`src/rtl/multidim_bin_range_lookup_macros.svh`:
```
// Assertion macros shared by the RTL.
`ifndef MULTIDIM_BIN_RANGE_LOOKUP_MACROS_SVH
`define MULTIDIM_BIN_RANGE_LOOKUP_MACROS_SVH

// Same-cycle implication.
`define MBRL_ASSERT_NOW(label, clk, rst, ante, cons) \
  label: assert property (@(posedge clk) disable iff (rst) (ante) |-> (cons)) \
    else $error("same-cycle check failed");

// Next-cycle implication.
`define MBRL_ASSERT_NEXT(label, clk, rst, ante, cons) \
  label: assert property (@(posedge clk) disable iff (rst) (ante) |=> (cons)) \
    else $error("next-cycle check failed");

`endif

```
`src/rtl/mbrl_pkg.sv`:
```
package mbrl_pkg;

  localparam logic [1:0] ACT_WRITE  = 2'd0;
  localparam logic [1:0] ACT_LOOKUP = 2'd1;
  localparam logic [1:0] ACT_NBR    = 2'd2;

  localparam logic [1:0] REG_ACTIVE_VARS     = 2'd0;
  localparam logic [1:0] REG_ACTIVE_ENTRIES  = 2'd1;
  localparam logic [1:0] REG_MATCH_TOLERANCE = 2'd2;

  localparam int NUM_COORDS = 4;

  // Control for the shared compare unit.
  typedef struct packed {
    logic nbr;     // 1: tolerance match, 0: half-open range test
    logic use_hi;  // tolerance match takes the upper edge of the candidate
  } cmp_ctrl_t;

endpackage

```
`src/rtl/mbrl_cmp.sv`:
```
module mbrl_cmp import mbrl_pkg::*; (
  input  cmp_ctrl_t          ctrl,
  input  logic signed [31:0] lo,
  input  logic signed [31:0] hi,
  input  logic signed [31:0] ref_val,
  input  logic [15:0]        tol,
  output logic               ok
);

  logic signed [31:0] cand;
  logic [32:0]        diff;
  logic [32:0]        mag;

  always_comb begin
    cand = ctrl.use_hi ? hi : lo;
    // exact difference at 33 bits, then magnitude
    diff = {cand[31], cand} - {ref_val[31], ref_val};
    mag  = diff[32] ? (~diff + 33'd1) : diff;
    if (ctrl.nbr) begin
      ok = (mag < {17'd0, tol});
    end else begin
      ok = (ref_val >= lo) && (ref_val < hi);
    end
  end

endmodule
```
`config.mk`:
```
export PLATFORM = sky130hd
export DESIGN_NAME = mbrl_cmp
export DESIGN_NICKNAME = d
export VERILOG_FILES = /design/src/rtl/multidim_bin_range_lookup_macros.svh /design/src/rtl/mbrl_pkg.sv /design/src/rtl/mbrl_cmp.sv
export SDC_FILE = /design/constraint.sdc
export NUM_CORES = 1
export LEC_CHECK = 0
export BUFFER_PORTS_ARGS = -buffer_cell sky130_fd_sc_hd__buf_2
export CORE_ASPECT_RATIO = 0.6
export CORE_UTILIZATION = 40
export DETAILED_ROUTE_END_ITERATION = 8
export GPL_TIMING_DRIVEN = 0
export PLACE_DENSITY = 0.64
export REMOVE_ABC_BUFFERS = 1
export SLEW_MARGIN = 20
export SYNTH_ARGS = -nofsm -noshare
export SYNTH_HDL_FRONTEND = slang
export SYNTH_SLANG_ARGS = --single-unit
```
`constraint.sdc`:
```
create_clock -name vclk -period 6.98
set_input_delay 0.349 -clock vclk [all_inputs]
set_output_delay 0.349 -clock vclk [all_outputs]
set_load 0.01 [all_outputs]
```
# Word-level counts from Yosys, hierarchy flattened
# Cells that the tools add are included.
[totals]
ff_bits = 0
latchBits = 0
mem_bits_rw = 0
mem_bits_ro = 0
in_bits = 114
output_inout_bits = 1
elab_cells = 10
mem_count = 0
[op_classes]
add_sub_neg = 2
n_mul = 0
n_div = 0
n_lt_le_gt_ge = 3
n_eq_ne = 0
shift = 0
muxes = 3
n_bitwise = 1
reduce_logical = 1
[ops]
columns = ["cell", "n"]
rows = [
  ["$add A33 B1 Y33 const B", 1],
  ["$lt A33 B16 Y1", 1],
  ["$mux W33", 1],
  ["$not A33 Y33", 1],
  ["$sub A32 B32 Y33", 1],
  ["$ge A32 B32 Y1", 1],
  ["$lt A32 B32 Y1", 1],
  ["$mux W32", 1],
  ["$logic_and A1 B1 Y1", 1],
  ["$mux W1", 1],
]

# Logic depth before layout (Yosys ltp)
# Gate-level depths: netlist of run 1.
[depth]
depth_word = 7
depth_mapped = 30
ltp_nobuf = 25

# Least setup slack after synthesis of run 1
# No wires, ideal clock.
[synth_path]
kind = "in2out"
start = "input port ctrl[0] (netlist bit)"
end = "output port ok"
t_arrival_ps = 4946
required_time_ps = 6631
setup_slack_ps = 1685
cell_stages = 30
path_buffers = 5
cell_sequence = "clkbuf_1 > clkbuf_1 > nand2_1 > o21ai_0 > ha_1 > clkbuf_1 > a21o_1 > a21o_1 > a21o_1 > nand2_1 > a21o_1 > a31o_2 > o21a_1 > clkbuf_1 > clkbuf_1 > o21ai_0 > xnor2_1 > ha_1 > a21oi_1 > nor2b_1 > o21ai_0 > o21ai_0 > a211oi_1 > o21ai_0 > nand3_1 > nand2_1 > a21oi_1 > o21ai_0 > nor4_1 > a41o_1"
[synth_via]
elab_chain_cells = 7
[synth_lines]
columns = ["item", "line_no", "source"]
rows = [
  ["start: declaration", "mbrl_cmp.sv:2", "input cmp_ctrl_t ctrl,"],
  ["$mux W32 *", "mbrl_cmp.sv:15", "cand = ctrl.use_hi ? hi : lo;"],
  ["$sub A32 B32 Y33 *", "mbrl_cmp.sv:17", "diff = {cand[31], cand} - {ref_val[31], ref_val};"],
  ["$not A33 Y33", "mbrl_cmp.sv:18", "mag = diff[32] ? (~diff + 33'd1) : diff;"],
  ["$add A33 B1 Y33", "mbrl_cmp.sv:18", ""],
  ["$mux W33 *", "mbrl_cmp.sv:18", ""],
  ["$lt A33 B16 Y1 *", "mbrl_cmp.sv:20", "ok = (mag < {17'd0, tol});"],
  ["$mux W1 *", "mbrl_cmp.sv:19", "if (ctrl.nbr) begin"],
  ["end: declaration", "mbrl_cmp.sv:7", "output logic ok"],
]
# Mark *: on every way between the ends. The rest lies on a longest branch, timed or not.

# Worst setup path in the final report of run 1
# Ends and elaborated chain as after synthesis.

==> impl_metrics.toml, run 1 <==
[timing]
finalCritPeriodShare_pct = 87.85
final_hold_viol_count = 0
rsz_0062_raised_after_global_routing = "no"
slew_violations = 0
timing.hold.ws_ns = 1.334
max_slew.worst_pin.slew_ns = 0.6803
period_needed_ns = 6.132
layout_setup_ws_ns = 0.8478
final-setup-viol-count = 0
fmax_mhz = 163.1
max_slew_margin_pct = 54.64

[synth]
complex_gate_fraction_of_the_synthesized_area_pct = 33.49
combinational_family_with_the_most_area_after_synthesis = "compound AO/OA/AOI/OAI gates"
share_of_synthesized_cell_area_in_and_or_nand_and_nor_gates_pct = 23.56
synth_area_mm2 = 0.005439
post_synth_num_cell_types = 68
synth_top_area_share_pct = 25.53
synthDominantAreaCellType = "sky130_fd_sc_hd__ha_1"
synth-xor-area-share_pct = 6.441
ys_top_cells_by_area = "sky130_fd_sc_hd__ha_1, sky130_fd_sc_hd__inv_1, sky130_fd_sc_hd__a21o_1"
post_synth_fa_ha_maj_area_fraction_pct = 25.90
synth_cells = 823
synthesis.area_per_instance_um2 = 6.609
yosys_warnings = 0
yosysSeqAreaShare_pct = 0
synth.area.mux_share_pct = 0.3911

[setup_path]
required_time_at_the_worst_slack_endpoint_ns = 6.63
cp_max_fo = 63
end_point_of_the_critical_path = "ok"
worstPathArrival_ns = 5.78
critical_path.endpoint_type = "output pin"
critical_path.startpoint_type = "input port"
critical_path_class = "input port to output pin"
crit_start = "ctrl[0]"

[cells_and_area]
multi_input_comb_area_mm2 = 0.004887
synthToLayoutAreaGrowth_pct = 12.54
seq_area_um2 = 0
commonest_non_fill_non_tap_cell_in_the_layout = "sky130_fd_sc_hd__inv_1"
layout-drive-gt1-share_pct = 15.24
mostFrequentLayoutCells = "sky130_fd_sc_hd__inv_1, sky130_fd_sc_hd__buf_2, sky130_fd_sc_hd__ha_1"
design.seq.count = 0
clk_buffers = 0
num_antenna_cells = 0
final.fill_count = 1422
fin_nets = 1140

[detailed_routing]
wl_per_cell_um = 14.67
via_per_inst = 5.579
route.antenna.remaining_nets = 0
route.detailed.drc = 0
initialDrtViolationCount = 367
total_routed_length_um = 15870
detailroute.via_count = 6036
firstDrtPassIters = 9

[placed_design]
place_ws_ns = 0.5876
io_buffers = 115
dp_hpwl_um = 13890
place_congestion = 0.8944

[hold_path]
hold_path_class = "input port to output pin"
hold_path_depth = 4

[pwr]
cellLeakagePower_nw = 3.281
vdd.ir_drop.worst_mv = 0.03122
cellPowerDensity_mw_per_mm2 = 112.4

[die]
fp.dieW_um = 152.5
fp.dieArea_mm2 = 0.01408
core-area_mm2 = 0.01305
floorplan.initialDensity_pct = 41.67
boundaryPins = 115
core.rowCount = 32
fp.dieH_um = 92.33

[grt]
antenna_found_initial = 0
grt_start_max_net_pins = 64
grt.total_usage_pct = 22.25
grt_pass1_wl_um = 26290
overflow = 0
grt_pass1_vias = 5283

[clocking]
cts_post_setup_buffers_inserted = 0
cts_repair_resize_count = 0
cts_hold_repair.buffers = 0

[job]
max-cap-violations = 0

[outcome]
status = "complete, no violations"
## how the worst min path moves through the flow
stage | start | end | slack [ns]
after CTS | ctrl[1] | ok | 1.31
after floorplan | ctrl[1] | ok | 0.95
after global routing | ctrl[1] | ok | 1.35
after global placement | ctrl[1] | ok | 1.32
final | ctrl[1] | ok | 1.33
after detailed placement | ctrl[1] | ok | 1.31
## metrics by stage
step / cells / power, mW / setup TNS (ns) / area [um2] / util (%)
floorplan: 796 / 0.4931 / 0 / 5315 / -
global placement: 1081 / 0.6638 / -0.5934 / 6103 / 46.76
detailed placement: 1082 / 0.6743 / 0 / 6118 / 46.88
CTS: 1082 / 0.6778 / 0 / 6118 / 46.88
global route: 1082 / 0.7698 / 0 / 6121 / 46.89
finish: 1082 / 0.6879 / 0 / 6121 / 46.89
## routing by layer
metal	up-vias	share of wire, %	wire length, um	GRT usage [%]
met2	223	33	5270	29.15
met1	2662	59	9332	38.79
li1	3151	-	-	-
met3	0	8.0	1271	1.591
met5	-	0	0	0
met4	0	0	0	0
## Yosys cell counts (3+ instances only)
library cell,number
sky130_fd_sc_hd__a311oi_1,3
sky130_fd_sc_hd__buf_2,6
sky130_fd_sc_hd__a211o_1,3
sky130_fd_sc_hd__a21oi_1,63
sky130_fd_sc_hd__a31o_2,3
sky130_fd_sc_hd__xnor2_1,26
sky130_fd_sc_hd__nor2_1,44
sky130_fd_sc_hd__clkbuf_1,18
sky130_fd_sc_hd__a31oi_1,8
sky130_fd_sc_hd__o21a_1,15
sky130_fd_sc_hd__nand3_1,16
sky130_fd_sc_hd__o21bai_1,4
sky130_fd_sc_hd__a211oi_1,9
sky130_fd_sc_hd__o21ai_0,69
sky130_fd_sc_hd__inv_1,115
sky130_fd_sc_hd__o211ai_1,6
sky130_fd_sc_hd__o31ai_1,5
sky130_fd_sc_hd__and4_1,5
sky130_fd_sc_hd__or3_1,8
sky130_fd_sc_hd__xor2_1,14
sky130_fd_sc_hd__ha_1,111
sky130_fd_sc_hd__nor4_1,7
sky130_fd_sc_hd__o21ai_1,4
sky130_fd_sc_hd__or4_1,3
sky130_fd_sc_hd__nand2b_1,6
sky130_fd_sc_hd__nand2_1,80
sky130_fd_sc_hd__o221ai_1,3
sky130_fd_sc_hd__and3_1,4
sky130_fd_sc_hd__and2_1,10
sky130_fd_sc_hd__nor2b_1,8
sky130_fd_sc_hd__nor4b_1,3
sky130_fd_sc_hd__a21o_1,51
sky130_fd_sc_hd__nor3_1,20
sky130_fd_sc_hd__a21boi_0,3
sky130_fd_sc_hd__nand4_1,26
## report_power, final
part | switching, mW | internal, mW | leakage [nW]
sequential | 0 | 0 | 0
combinational | 0.410 | 0.278 | 3.28
clock | 0 | 0 | 0
total | 0.410 | 0.278 | 3.28
## cell families (layout without fill, tap and decap cells)
logic type,count (synthesis),after routing
compound gates,276,276
buf+inv,142,231
simple gates,251,251
mux,2,2
fa+ha+maj,112,112
xor+xnor,40,40
## worst max-delay path, cell delays in order
cell and delay (ns):
sky130_fd_sc_hd__clkbuf_4 0.50, sky130_fd_sc_hd__o21ai_0 0.25, sky130_fd_sc_hd__ha_1 0.43, sky130_fd_sc_hd__a21oi_1 0.29, sky130_fd_sc_hd__o21ai_0 0.17, sky130_fd_sc_hd__nor2_1 0.17, sky130_fd_sc_hd__a21boi_1 0.15, sky130_fd_sc_hd__a31oi_1 0.29
sky130_fd_sc_hd__o21a_1 0.60, sky130_fd_sc_hd__o21ai_0 0.23, sky130_fd_sc_hd__xnor2_1 0.24, sky130_fd_sc_hd__ha_1 0.28, sky130_fd_sc_hd__a21oi_1 0.14, sky130_fd_sc_hd__nor2b_1 0.05, sky130_fd_sc_hd__o21ai_0 0.13, sky130_fd_sc_hd__o21ai_0 0.10
sky130_fd_sc_hd__a211oi_1 0.20, sky130_fd_sc_hd__o21ai_0 0.12, sky130_fd_sc_hd__nand3_1 0.09, sky130_fd_sc_hd__nand2_1 0.05, sky130_fd_sc_hd__a21oi_1 0.13, sky130_fd_sc_hd__o21ai_0 0.12, sky130_fd_sc_hd__nor4_1 0.29, sky130_fd_sc_hd__a41o_1 0.24
sky130_fd_sc_hd__buf_2 0.14
## area by class of cell
type                       instances  area share [%]
multi-input combinational        681           79.84
inverter                         115           7.052
timing repair buffer             116           9.628
tap                              170           3.475
Note: power is estimated with default switching activity, not from simulation.
==> inputs of run 2 (changes only) <==
--- a/config.mk
+++ b/config.mk
@@ -5,12 +5,14 @@
 export SDC_FILE = /design/constraint.sdc
 export NUM_CORES = 1
 export LEC_CHECK = 0
+export ABC_CLOCK_PERIOD_IN_PS = 6980
 export BUFFER_PORTS_ARGS = -buffer_cell sky130_fd_sc_hd__buf_2
 export CORE_ASPECT_RATIO = 0.6
 export CORE_UTILIZATION = 40
 export DETAILED_ROUTE_END_ITERATION = 8
 export GPL_TIMING_DRIVEN = 0
 export PLACE_DENSITY = 0.64
+export RECOVER_POWER = 100
 export REMOVE_ABC_BUFFERS = 1
 export SLEW_MARGIN = 20
 export SYNTH_ARGS = -nofsm -noshare
==> constraint.sdc (replaced) <==
create_clock -name vclk -period 6.98
set_input_delay 0.349 -clock vclk [all_inputs]
set_output_delay 0.349 -clock vclk [all_outputs]
set_load 0.05 [all_outputs]
==> impl_metrics.toml, run 2 (synthesized netlist as in run 1, its figures left out) <==
[clocking]
cts_post_setup_buffers_inserted = 0
cts_repair_resize_count = 0
cts_hold_repair.buffers = 0

[timing]
slew_violations = 0
fmax_mhz = 159.2
max_slew.worst_pin.slew_ns = 0.6803
finalCritPeriodShare_pct = 90.02
rsz_0062_raised_after_global_routing = "no"
final_hold_viol_count = 0
final-setup-viol-count = 0
timing.hold.ws_ns = 1.435
setup_tns_ns = 0
period_needed_ns = 6.283
max_slew_margin_pct = 54.64

[cells_and_area]
clk_buffers = 0
synthToLayoutAreaGrowth_pct = 12.54
mostFrequentLayoutCells = "sky130_fd_sc_hd__inv_1, sky130_fd_sc_hd__buf_2, sky130_fd_sc_hd__ha_1"
fin_nets = 1140
final.fill_count = 1422
layout-drive-gt1-share_pct = 15.24
commonest_non_fill_non_tap_cell_in_the_layout = "sky130_fd_sc_hd__inv_1"
seq_area_um2 = 0
num_antenna_cells = 0
design.seq.count = 0
instances_no_fill = 1082

[grt]
grt_pass1_wl_um = 26290
grt_pass1_vias = 5283
overflow = 0
grt_start_max_net_pins = 64
grt.total_usage_pct = 22.25
antenna_found_initial = 0

[detailed_routing]
route.detailed.drc = 0
via_per_inst = 5.579
wl_per_cell_um = 14.67
initialDrtViolationCount = 367
firstDrtPassIters = 9
total_routed_length_um = 15870
detailroute.via_count = 6037
route.antenna.remaining_nets = 0

[die]
fp.dieW_um = 152.5
core.rowCount = 32
boundaryPins = 115
fp.dieArea_mm2 = 0.01408
core-area_mm2 = 0.01305
floorplan.initialDensity_pct = 41.67
fp.dieH_um = 92.33

[setup_path]
worstPathArrival_ns = 5.93
critical_path_class = "input port to output pin"
required_time_at_the_worst_slack_endpoint_ns = 6.63
critical_path.startpoint_type = "input port"
crit_start = "ctrl[0]"
critical_path.endpoint_type = "output pin"
cp_max_fo = 63

[outcome]
status = "complete, no violations"

[hold_path]
endpoint_of_the_worst_hold_timing_path = "ok"
hold_path_class = "input port to output pin"
hold_path_startpoint = "ctrl[1]"
hold_path_depth = 4

[pwr]
finalPower_mw = 0.6896
vdd.ir_drop.worst_mv = 0.03122
cellPowerDensity_mw_per_mm2 = 112.7
cellLeakagePower_nw = 3.280

[job]
max-cap-violations = 0

[placed_design]
dp_hpwl_um = 13890
numPlacedInstances = 1082
place_congestion = 0.8944
io_buffers = 115
[run 2: changes by cell type in the layout (fill, tap and decap cells not counted)]
cell,before,now
sky130_fd_sc_hd__clkbuf_2,0,1
sky130_fd_sc_hd__buf_2,114,113
[run 2: how the worst max path moves through the flow]
stage / end / depth (start not counted) / slack [ns]
3_5_place_dp: ok / 26 / 0.46
5_1_grt: ok / 26 / 0.09
3_3_place_gp: ok / 25 / -0.73
2_1_floorplan: ok / 23 / 1.22
4_1_cts: ok / 26 / 0.45
6_report: ok / 25 / 0.70
[run 2: metal layers]
metal  track usage, %  share of wire [%]  vias to the layer above
met3            1.591                8.1                        0
met4                0                  0                        0
met5                0                  0                        -
met1            38.79                 59                     2661
met2            29.15                 33                      225
li1                 -                  -                     3151
[run 2: per-stage QoR]
stage                     utilization [%]  instance area (um2)  worst slack (ns)
final                               46.89                 6121            0.6968
after global routing                46.89                 6121           0.08983
after CTS                           46.88                 6118            0.4529
after detailed placement            46.88                 6118            0.4550
after global placement              46.76                 6103           -0.7262
after floorplan                         -                 5315             1.215
[run 2: area by class of cell]
class / count / area, um2 / share of cell area [%]
inverters: 115 / 431.7 / 7.052
multi-input cells: 681 / 4887 / 79.84
well taps: 170 / 212.7 / 3.475
repair buffers: 116 / 589.3 / 9.628
[run 2: power breakdown]
part           total (mW)  switching, mW  internal (mW)
Combinational       0.690          0.411          0.278
Sequential              0              0              0
Clock                   0              0              0
[run 2: critical path, stage by stage]
cell                       delay (ns)
sky130_fd_sc_hd__clkbuf_4        0.50
sky130_fd_sc_hd__o21ai_0         0.25
sky130_fd_sc_hd__ha_1            0.43
sky130_fd_sc_hd__a21oi_1         0.29
sky130_fd_sc_hd__o21ai_0         0.17
sky130_fd_sc_hd__nor2_1          0.17
sky130_fd_sc_hd__a21boi_1        0.15
sky130_fd_sc_hd__a31oi_1         0.29
sky130_fd_sc_hd__o21a_1          0.60
sky130_fd_sc_hd__o21ai_0         0.23
sky130_fd_sc_hd__xnor2_1         0.24
sky130_fd_sc_hd__ha_1            0.28
sky130_fd_sc_hd__a21oi_1         0.14
sky130_fd_sc_hd__nor2b_1         0.05
sky130_fd_sc_hd__o21ai_0         0.13
sky130_fd_sc_hd__o21ai_0         0.10
sky130_fd_sc_hd__a211oi_1        0.20
sky130_fd_sc_hd__o21ai_0         0.12
sky130_fd_sc_hd__nand3_1         0.09
sky130_fd_sc_hd__nand2_1         0.05
sky130_fd_sc_hd__a21oi_1         0.13
sky130_fd_sc_hd__o21ai_0         0.12
sky130_fd_sc_hd__nor4_1          0.29
sky130_fd_sc_hd__a41o_1          0.24
sky130_fd_sc_hd__clkbuf_2        0.29
